File: config.mk
export PLATFORM = sky130hd
export DESIGN_NAME = url_query_pair_parser
export DESIGN_NICKNAME = d
export VERILOG_FILES = /design/src/rtl/uqp_pkg.sv /design/src/rtl/uqp_decode.sv /design/src/rtl/url_query_pair_parser.sv
export SDC_FILE = /design/constraint.sdc
export NUM_CORES = 1
export LEC_CHECK = 0
export BUFFER_PORTS_ARGS = -buffer_cell sky130_fd_sc_hd__buf_2
export CAP_MARGIN = 20
export CORE_ASPECT_RATIO = 0.8
export CORE_MARGIN = 5
export CORE_UTILIZATION = 55
export CTS_BUF_LIST = sky130_fd_sc_hd__clkbuf_16
export DETAILED_ROUTE_END_ITERATION = 6
export PLACE_DENSITY = 0.73
export SLEW_MARGIN = 20
export SYNTH_ARGS = -nofsm -noshare
export SYNTH_HDL_FRONTEND = slang
export SYNTH_HIERARCHICAL = 1
export SYNTH_SLANG_ARGS = --single-unit
File: constraint.sdc
create_clock -name clock -period 3.9 [get_ports clock]
set_clock_uncertainty 0.15 [all_clocks]
set_input_delay 0 -clock clock [delete_from_list [all_inputs] [get_ports clock]]
set_output_delay 0 -clock clock [all_outputs]
set_load 0.02 [all_outputs]
File: src/rtl/uqp_pkg.sv
`default_nettype none

package uqp_pkg;

   // Byte codes with a special meaning in a query string.
   localparam logic [7:0] CHAR_PLUS    = 8'h2B;
   localparam logic [7:0] CHAR_PERCENT = 8'h25;
   localparam logic [7:0] CHAR_EQUALS  = 8'h3D;
   localparam logic [7:0] CHAR_AMP     = 8'h26;
   localparam logic [7:0] CHAR_SEMI    = 8'h3B;
   localparam logic [7:0] CHAR_SPACE   = 8'h20;

   // Result kinds.
   localparam logic [1:0] KIND_KEY   = 2'd0;
   localparam logic [1:0] KIND_VALUE = 2'd1;
   localparam logic [1:0] KIND_END   = 2'd2;

   // Escape phases.
   localparam logic [1:0] HEX_IDLE  = 2'd0;
   localparam logic [1:0] HEX_FIRST = 2'd1;
   localparam logic [1:0] HEX_SECOND = 2'd2;

   // Depth of the result queue in front of the output channel.
   localparam int QUEUE_DEPTH = 4;

   typedef struct packed {
      logic [1:0] kind;
      logic [7:0] char_out;
      logic       pair_keep;
      logic       query_done;
      logic       run_last;
   } result_type;

   // Up to two results that one item causes, first result in slot 0.
   typedef struct packed {
      result_type res0;
      result_type res1;
      logic [1:0] count;
   } decode_type;

   // Returns {valid, digit} for an ASCII hex digit.
   function automatic logic [4:0] hex_nibble(input logic [7:0] c);
      logic [4:0] r;
      r = 5'd0;
      if (c inside {[8'h30:8'h39]}) begin
         r = {1'b1, 4'(c - 8'h30)};
      end else if (c inside {[8'h61:8'h66]}) begin
         r = {1'b1, 4'(c - 8'h57)};
      end else if (c inside {[8'h41:8'h46]}) begin
         r = {1'b1, 4'(c - 8'h37)};
      end
      return r;
   endfunction

endpackage

`default_nettype wire

File: src/rtl/uqp_decode.sv
`default_nettype none

module uqp_decode (
   input  wire logic               clock,
   input  wire logic               reset,
   input  wire logic               accept,
   input  wire logic [7:0]         char_in,
   input  wire logic               is_end,
   output uqp_pkg::decode_type     dec
);
   import uqp_pkg::*;

   logic       in_value_ff, in_value_in;
   logic [1:0] hex_phase_ff, hex_phase_in;
   logic [7:0] hex_acc_ff, hex_acc_in;
   logic       key_seen_ff, key_seen_in;

   logic [4:0] hex;
   logic [7:0] acc_shift;
   logic       esc;
   logic       pre_valid;
   logic [7:0] pre_char;
   logic       norm_valid;
   result_type pre_res;
   result_type norm_res;
   logic [1:0] data_kind;

   // Decode one item against the current mode and escape state.
   always_comb begin
      hex         = hex_nibble(char_in);
      acc_shift   = {hex_acc_ff[3:0], hex[3:0]};
      esc         = (hex_phase_ff != HEX_IDLE);
      data_kind   = in_value_ff ? KIND_VALUE : KIND_KEY;
      in_value_in  = in_value_ff;
      hex_phase_in = hex_phase_ff;
      hex_acc_in   = hex_acc_ff;
      key_seen_in  = key_seen_ff;
      pre_valid   = 1'b0;
      pre_char    = hex_acc_ff;
      norm_valid  = 1'b0;
      norm_res    = '{kind: data_kind, char_out: char_in, pair_keep: 1'b0,
                      query_done: 1'b0, run_last: 1'b1};

      if (is_end) begin
         // A pending escape is flushed, then the final pair end closes the query.
         pre_valid  = esc;
         norm_valid = 1'b1;
         norm_res   = '{kind: KIND_END, char_out: 8'd0,
                        pair_keep: key_seen_ff | (esc & ~in_value_ff),
                        query_done: 1'b1, run_last: 1'b1};
         in_value_in  = 1'b0;
         hex_phase_in = HEX_IDLE;
         hex_acc_in   = 8'd0;
         key_seen_in  = 1'b0;
      end else if (esc && hex[4]) begin
         // A hex digit inside an escape.
         if (hex_phase_ff == HEX_FIRST) begin
            hex_phase_in = HEX_SECOND;
            hex_acc_in   = acc_shift;
         end else begin
            pre_valid    = 1'b1;
            pre_char     = acc_shift;
            hex_phase_in = HEX_IDLE;
            hex_acc_in   = 8'd0;
            if (!in_value_ff) key_seen_in = 1'b1;
         end
      end else begin
         // An escape cut short by a non-hex byte emits what it gathered.
         if (esc) begin
            pre_valid    = 1'b1;
            hex_phase_in = HEX_IDLE;
            hex_acc_in   = 8'd0;
            if (!in_value_ff) key_seen_in = 1'b1;
         end
         case (char_in)
            CHAR_PLUS: begin
               norm_valid        = 1'b1;
               norm_res.char_out = CHAR_SPACE;
               if (!in_value_ff) key_seen_in = 1'b1;
            end
            CHAR_PERCENT: begin
               hex_phase_in = HEX_FIRST;
               hex_acc_in   = 8'd0;
            end
            CHAR_EQUALS: begin
               in_value_in = 1'b1;
            end
            CHAR_AMP, CHAR_SEMI: begin
               if (in_value_ff) begin
                  norm_valid  = 1'b1;
                  norm_res    = '{kind: KIND_END, char_out: 8'd0,
                                  pair_keep: key_seen_ff | (pre_valid & ~in_value_ff),
                                  query_done: 1'b0, run_last: 1'b1};
                  in_value_in = 1'b0;
                  key_seen_in = 1'b0;
               end
            end
            default: begin
               norm_valid = 1'b1;
               if (!in_value_ff) key_seen_in = 1'b1;
            end
         endcase
      end

      pre_res = '{kind: data_kind, char_out: pre_char, pair_keep: 1'b0,
                  query_done: 1'b0, run_last: ~norm_valid};

      // Pack the results so that the first one always sits in slot 0.
      dec.res0  = pre_valid ? pre_res : norm_res;
      dec.res1  = norm_res;
      dec.count = {1'b0, pre_valid} + {1'b0, norm_valid};
   end

   // Mode and escape state advance on each accepted item.
   always_ff @(posedge clock) begin
      if (reset) begin
         in_value_ff  <= 1'b0;
         hex_phase_ff <= HEX_IDLE;
         hex_acc_ff   <= 8'd0;
         key_seen_ff  <= 1'b0;
      end else if (accept) begin
         in_value_ff  <= in_value_in;
         hex_phase_ff <= hex_phase_in;
         hex_acc_ff   <= hex_acc_in;
         key_seen_ff  <= key_seen_in;
      end
   end

endmodule

`default_nettype wire

File: src/rtl/url_query_pair_parser.sv
`default_nettype none

// Streaming decoder for a form-urlencoded query string. Each input item is
// one byte in req_tdata, or an end-of-query marker when req_tlast is high.
// Each item yields zero, one or two result items: decoded key bytes, value
// bytes and pair-end marks (rsp_tuser gives the kind). '+' becomes a space,
// '%' takes up to two hex digits, the first '=' starts the value and '&' or
// ';' in value mode ends a pair. A pair end carries pair_keep (key was not
// empty) and query_done (caused by the end marker); rsp_tlast marks the last
// result of an input item. One input item is taken per clock while the queue
// has room for two results; the output channel delivers one result per clock
// while rsp_tready is high, and a four-entry result queue absorbs items that
// yield two results. Results are registered in the queue and leave in order.
module url_query_pair_parser (
   input  wire logic        clock,
   input  wire logic        reset,
   input  wire logic        req_tvalid,
   output logic             req_tready,
   input  wire logic [7:0]  req_tdata,   // [7:0] char_in
   input  wire logic        req_tlast,   // is_end
   output logic             rsp_tvalid,
   input  wire logic        rsp_tready,
   output logic [15:0]      rsp_tdata,   // [7:0] char_out, [8] pair_keep, [9] query_done
   output logic [1:0]       rsp_tuser,   // [1:0] kind
   output logic             rsp_tlast    // run_last
);
   import uqp_pkg::*;

   localparam int PTR_W   = $clog2(QUEUE_DEPTH);
   localparam int COUNT_W = $clog2(QUEUE_DEPTH + 1);

   result_type           queue_ff [QUEUE_DEPTH];
   logic [PTR_W-1:0]     wr_ptr_ff, wr_ptr_in;
   logic [PTR_W-1:0]     rd_ptr_ff, rd_ptr_in;
   logic [COUNT_W-1:0]   count_ff, count_in;
   logic                 accept;
   logic                 pop;
   logic [PTR_W-1:0]     wr_next;
   decode_type           dec;
   result_type           head;

   uqp_decode u_decode (
      .clock   (clock),
      .reset   (reset),
      .accept  (accept),
      .char_in (req_tdata),
      .is_end  (req_tlast),
      .dec     (dec)
   );

   // Room for the two results an item may cause.
   assign req_tready = (count_ff <= COUNT_W'(QUEUE_DEPTH - 2));
   assign accept     = req_tvalid & req_tready;
   assign pop        = rsp_tvalid & rsp_tready;
   assign wr_next    = wr_ptr_ff + PTR_W'(1);

   // Queue pointers and fill level.
   always_comb begin
      wr_ptr_in = accept ? wr_ptr_ff + PTR_W'(dec.count) : wr_ptr_ff;
      rd_ptr_in = pop ? rd_ptr_ff + PTR_W'(1) : rd_ptr_ff;
      count_in  = count_ff + (accept ? COUNT_W'(dec.count) : COUNT_W'(0))
                  - (pop ? COUNT_W'(1) : COUNT_W'(0));
   end

   always_ff @(posedge clock) begin
      if (reset) begin
         wr_ptr_ff <= '0;
         rd_ptr_ff <= '0;
         count_ff  <= '0;
      end else begin
         wr_ptr_ff <= wr_ptr_in;
         rd_ptr_ff <= rd_ptr_in;
         count_ff  <= count_in;
      end
   end

   // Result storage; an item writes one or two consecutive entries.
   always_ff @(posedge clock) begin
      if (accept && dec.count != 2'd0) begin
         queue_ff[wr_ptr_ff] <= dec.res0;
      end
      if (accept && dec.count == 2'd2) begin
         queue_ff[wr_next] <= dec.res1;
      end
   end

   // Output channel shows the head of the queue.
   assign head       = queue_ff[rd_ptr_ff];
   assign rsp_tvalid = (count_ff != '0);
   assign rsp_tdata  = {6'd0, head.query_done, head.pair_keep, head.char_out};
   assign rsp_tuser  = head.kind;
   assign rsp_tlast  = head.run_last;

endmodule

`default_nettype wire
==> results.toml, run 1 <==
[clock_network]
cts_buffer_depth = 2
clk_latency_ps = 330
h-tree-depth = 3
cts_setup_buffers = 0
cts_inserted_buffers = 9
cts_root_buf = "clkbuf_16"
cts.sinks = 73
cts.reportedPaths.clkPinSlew_ps = 60
cts_tree = "built"

[synthesis]
synth_cell_type_count = 68
ys_seq_elements = 73
syn_area_sq_mm = 0.00440
ys.warnings.count = 6
async_reset_ff_frac = 0
syn-mean-instance-area_sq_um = 12.2
synthFlopType = "edfxtp_1"
synth_edf_count = 52
syn_inst = 360
synth-seq-area-share = 0.451

[setup_path]
crit_path_start_kind = "primary input"
critPathLaunch = "req_tdata[0]"
crit_path_end_kind = "register"
required_ps = 3830
criticalPathCategory = "in2reg"
r2r_slack_ps = 480
cp_data_arrival_time_ps = 3650
r2r_end = "count_ff[2]"
worstReg2RegStart = "u_decode/hex_phase_ff[1]"
worstRegToRegCells = 13
crit_fanout = 13
crit_end = "queue_ff[0][5]"

[die]
die-area_sq_mm = 0.00990
ios = 34
placementRows = 29
die_w_um = 110
core-area_sq_mm = 0.00787
floorplan.initialDensity = 0.559
die-height_um = 90.0

[global_route]
grt_pass1_vias = 2899
top_usage_layer = "met2"
antenna_found_initial = 0
grt_max_degree = 23
met1_usage = 0.293
grt_pass1_wl_mm = 15.4
met2_usage = 0.305
grtUsageMet3 = 0.0444
overflow = 0
track_usage = 0.200

[sta]
max_clock_freq_ghz = 0.269
whs_ps = 42.6
setup_violations = 0
min_period_ps = 3720
slew_headroom = 0.325
slew_viol_final = 0
worstMarginPinSlew_ps = 1000
finalHoldViolations = 0
fin_crit_sh = 0.953

[job]
drv_cap = 0

[detailed_routing]
first_pass_iters = 5
antenna_left = 0
post-route-drc-count = 0
vias = 2944
drt_iter0_drc = 217
viasPerCell = 5.82
wl_per_cell_um = 18.4
drt_wl_total_mm = 9.33

[power_and_ir_drop]
pwr_density_cell_mw_per_mm2 = 498
power_leakage_nw = 1.83
power_mw = 2.48
ir_worst_vdd_mv = 0.319

[final_layout]
layout.nets = 417
drive_above_1_share = 0.352
synthToLayoutAreaGrowth_pct = 13.1
n_antenna_cell = 0

[place]
io_buffers = 27
dpl.hpwl_mm = 6.43
place.gp.congestion = 0.886

[worst_hold_path]
hp-start = "req_tdata[4]"
whs_path_depth = 4
holdCritPathClass = "in2reg"

[run_status]
status = "finished, final reports clean"
## worst min path at each step
stage	endpoint
after detailed placement	wr_ptr_ff[0]
after global routing	u_decode/in_value_ff
after CTS	u_decode/hex_phase_ff[0]
final	u_decode/hex_phase_ff[0]
after floorplan	u_decode/in_value_ff
after global placement	wr_ptr_ff[0]
## area by class of cell
type / instances / area [sq um]
Clock inverter: 7 / 71.3
Inverter: 14 / 52.6
Clock buffer: 9 / 225
Multi-Input combinational cell: 252 / 2240
Fill cell: 637 / 2900
Sequential cell: 73 / 1980
Timing Repair Buffer: 43 / 270
Tap cell: 108 / 135
## metal layers
layer | share of wire | up-vias
met5 | 0 | -
met4 | 0.0081 | 0
met3 | 0.053 | 8
met2 | 0.48 | 92
met1 | 0.46 | 1414
li1 | - | 1430
## power breakdown
part,internal [mW],leakage [nW],switching (mW),total (mW)
Combinational,0.287,1.05,0.362,0.649
Clock,0.494,0.143,0.313,0.807
Sequential,0.925,0.638,0.0951,1.02
Total,1.71,1.83,0.770,2.48
## critical path, cell delays in order
cell and delay [ps]:
dlygate4sd3_1 530, buf_2 170, inv_1 170, ha_1 210
or4bb_1 490, a21oi_1 350, a41oi_2 180, nand2_1 120
ha_1 260, buf_4 160, and2b_1 330, nand4_4 310
mux2_2 380
## registers in the layout, summed over array words and instances, names as in the netlist, named ones only
register,flops
wr_ptr_ff,2
count_ff,3
u_decode/hex_acc_ff,8
rd_ptr_ff,2
u_decode/in_value_ff,1
queue_ff,52
u_decode/hex_phase_ff,2
u_decode/key_seen_ff,1
## repair_timing
item	in CTS	in global routing
resized for setup	0	4
hold buffers	6	0
endpoints found under the hold margin	17	0
endpoints found under the setup margin	0	25
## cells in the final DEF, fill, tap and decap left out, types with 10 or more instances in the layout
cell | netlist | routed
buf_2 | 3 | 27
buf_4 | 8 | 10
dfxtp_1 | 21 | 21
edfxtp_1 | 52 | 52
ha_1 | 10 | 10
inv_1 | 14 | 15
mux2_2 | 52 | 52
mux4_2 | 13 | 13
nand2_1 | 14 | 14
nor2_1 | 25 | 25
## synthesized netlist by cell type, types with 3 or more instances
master / instances / area (sq um)
a211oi_1: 5 / 37.5
a21o_1: 4 / 30.0
a21oi_1: 10 / 50.1
a22o_1: 4 / 35.0
a22oi_1: 8 / 60.1
and2_1: 8 / 50.1
buf_2: 3 / 15.0
buf_4: 8 / 60.1
buf_6: 5 / 56.3
clkbuf_1: 9 / 33.8
dfxtp_1: 21 / 420
edfxtp_1: 52 / 1560
ha_1: 10 / 125
inv_1: 14 / 52.6
mux2_2: 52 / 586
mux2i_1: 6 / 60.1
mux4_2: 13 / 293
nand2_1: 14 / 52.6
nand3_1: 5 / 25.0
nor2_1: 25 / 93.8
nor2b_1: 8 / 50.1
nor3_1: 6 / 30.0
o21ai_0: 9 / 45.0
or3_1: 3 / 18.8
xor2_1: 3 / 26.3
## cell families (layout without fill, tap and decap cells)
logic type               count (synthesis)  after routing  share of synthesized area
adder cells (fa/ha/maj)                 11             11                     0.0330
XOR/XNOR                                 5              5                    0.00996
multiplexers                            71             71                      0.213
flip-flops                              73             73                      0.451
buffers and inverters                   40             73                     0.0506
AND/OR/NAND/NOR                         95             95                      0.131
other                                    2              7                    0.00171
AO/OA/AOI/OAI                           63             63                      0.110
## through the flow
stage               instance area (sq um)  std cells  setup WS, ps  setup TNS (ps)   util
floorplan                            4420        365           209               0      -
finish                               4970        506           182               0  0.632
detailed placement                   4600        484           404               0  0.584
global route                         4970        506         -52.9           -52.9  0.632
global placement                     4600        484           472               0  0.584
CTS                                  4960        506           182               0  0.630
No activity file was read; power rests on OpenSTA's default activity.
==> run 2: changes to the inputs <==
Settings changed: CORE_ASPECT_RATIO 0.8 to 2.
==> run 2 against run 1 <==
Die area increased by 0.98%. Fmax grew 1.1%. Design area is 0.53% lower. Largest cell class unchanged.
==> results.toml, run 2 (same netlist as run 1, synthesis figures left out) <==
[run_status]
status = "finished, final reports clean"

[sta]
finalHoldViolations = 0
slew_headroom = 0.296
slew_viol_final = 0
fin_crit_sh = 0.943
worstMarginPinSlew_ps = 1050
finalSetupTns_ps = 0
rsz0062_at_grt = "false"
setup_violations = 0
max_clock_freq_ghz = 0.272
timing.final.ws_setup_ps = 221
min_period_ps = 3680

[final_layout]
instances_no_fill = 493
n_antenna_cell = 0
final_cell_mix = "mux2_2 (52), edfxtp_1 (52), buf_2 (27), nor2_1 (25), dfxtp_1 (21)"
top_register = "queue_ff"
layout.nets = 416
synthToLayoutAreaGrowth_pct = 12.5
top_regs = "queue_ff x52, u_decode/hex_acc_ff x8, count_ff x3"
nFillCells = 640
largest_reg_flops = 52
fin_util = 0.628
drive_above_1_share = 0.350
stdcell_area_sq_mm = 0.00495

[setup_path]
required_ps = 4000
crit_path_top_delay_cell = "dlygate4sd3_1"
cp_data_arrival_time_ps = 3780
worstReg2RegStart = "u_decode/hex_phase_ff[1]"
cpMostUsedCell = "ha_1"
crit_fanout = 7
path_cells = "dlygate4sd3_1, buf_2, inv_1, ha_1, nor3b_2, or4_1, a41oi_2, nand2_1, ha_4, nand2_1, ha_1, inv_1, ha_1, fa_1, xor2_1, and2_1, nor3_1"
crit_path_end_kind = "register"
crit_path_start_kind = "primary input"
worst_path_largest_cell_delay_ps = 520
criticalPathCategory = "in2reg"
critPathLaunch = "req_tdata[0]"

[clock_network]
cts_buffer_depth = 2
cts_inserted_buffers = 9
cts.reportedPaths.clkPinSlew_ps = 60
cts_setup_buffers = 0
h-tree-depth = 3
cts_root_buf = "clkbuf_16"
cts_tree = "built"
cts.sinks = 73
clk_latency_ps = 330

[power_and_ir_drop]
power_leakage_nw = 1.82
ir_worst_vdd_mv = 0.361
pwr_density_cell_mw_per_mm2 = 497

[place]
place_inst = 472
placed_area_sq_mm = 0.00459
place.gp.congestion = 0.934
io_buffers = 27
dpl_worst_slack_ps = 338
dpl.hpwl_mm = 6.73

[global_route]
grt_pass1_wl_mm = 15.3
grt_max_degree = 23
antenna_found_initial = 0
grt_pass1_vias = 3100
track_usage = 0.201
overflow = 0

[detailed_routing]
post-route-drc-count = 0
first_pass_iters = 4
antenna_left = 0
drt_iter0_drc = 207
wl_per_cell_um = 18.9
drt_wl_total_mm = 9.33
vias = 2993
viasPerCell = 6.07

[die]
core-area_sq_mm = 0.00789
ios = 34
die-height_um = 136
die_w_um = 73.2
placementRows = 46
die-area_sq_mm = 0.00999
floorplan.initialDensity = 0.558

[worst_hold_path]
holdCritPathClass = "in2reg"
hp-start = "req_tdata[1]"

[job]
drv_cap = 0
==> run 2: per-layer routing <==
| layer | up-vias | track usage | share of wire |
|---|---|---|---|
| met2 | 59 | 0.371 | 0.56 |
| li1 | 1425 | - | - |
| met3 | 19 | 0.0348 | 0.030 |
| met5 | - | 0 | 0 |
| met4 | 0 | 0.0852 | 0.025 |
| met1 | 1490 | 0.215 | 0.38 |
==> run 2: report_power, final <==
part           internal, mW  total, mW  switching [mW]  leakage (nW)
combinational         0.289      0.651           0.362          1.04
sequential            0.925       1.02          0.0944         0.638
clock                 0.488      0.789           0.302         0.140
total                  1.70       2.46           0.759          1.82
==> run 2: final timing paths <==
kind / end / slack [ps] / cells past startpoint
worst min register to register: u_decode/hex_phase_ff[0] / 340 / 2
worst max-delay path: count_ff[2] / 220 / 17
worst max register to register: count_ff[2] / 440 / 13
worst min-delay path: u_decode/hex_acc_ff[1] / 30 / 4
==> run 2: worst max-delay path: cells and delay by family <==
family	cells	cell delay, ps
adders and majority gates	5	1390
and+or+nand+nor	6	1170
buffers and inverters	4	850
AOI/OAI and AO/OA	1	200
xor gates and xnor gates	1	180
==> run 2: area by class of cell <==
type                            count  area, sq um  share of cell area
Clock buffer                        9          225              0.0455
Clock inverter                      7         62.6              0.0126
Inverter                           14         52.6              0.0106
Multi-Input combinational cell    252         2250               0.454
Sequential cell                    73         1980               0.401
Tap cell                           96          120              0.0243
Timing Repair Buffer               42          260              0.0526
==> run 2: through the flow <==
stage               power, mW  hold WS (ps)
CTS                      2.48          16.7
finish                   2.46          25.6
global route             2.58          78.7
floorplan                1.50         -77.2
detailed placement       1.69           245
global placement         1.68           239
==> run 2: what timing repair did <==
action                     in CTS  in global routing
setup endpoints to repair       0                 19
gates resized for setup         0                  4
hold endpoints to repair       18                  0
hold buffers                    5                  0
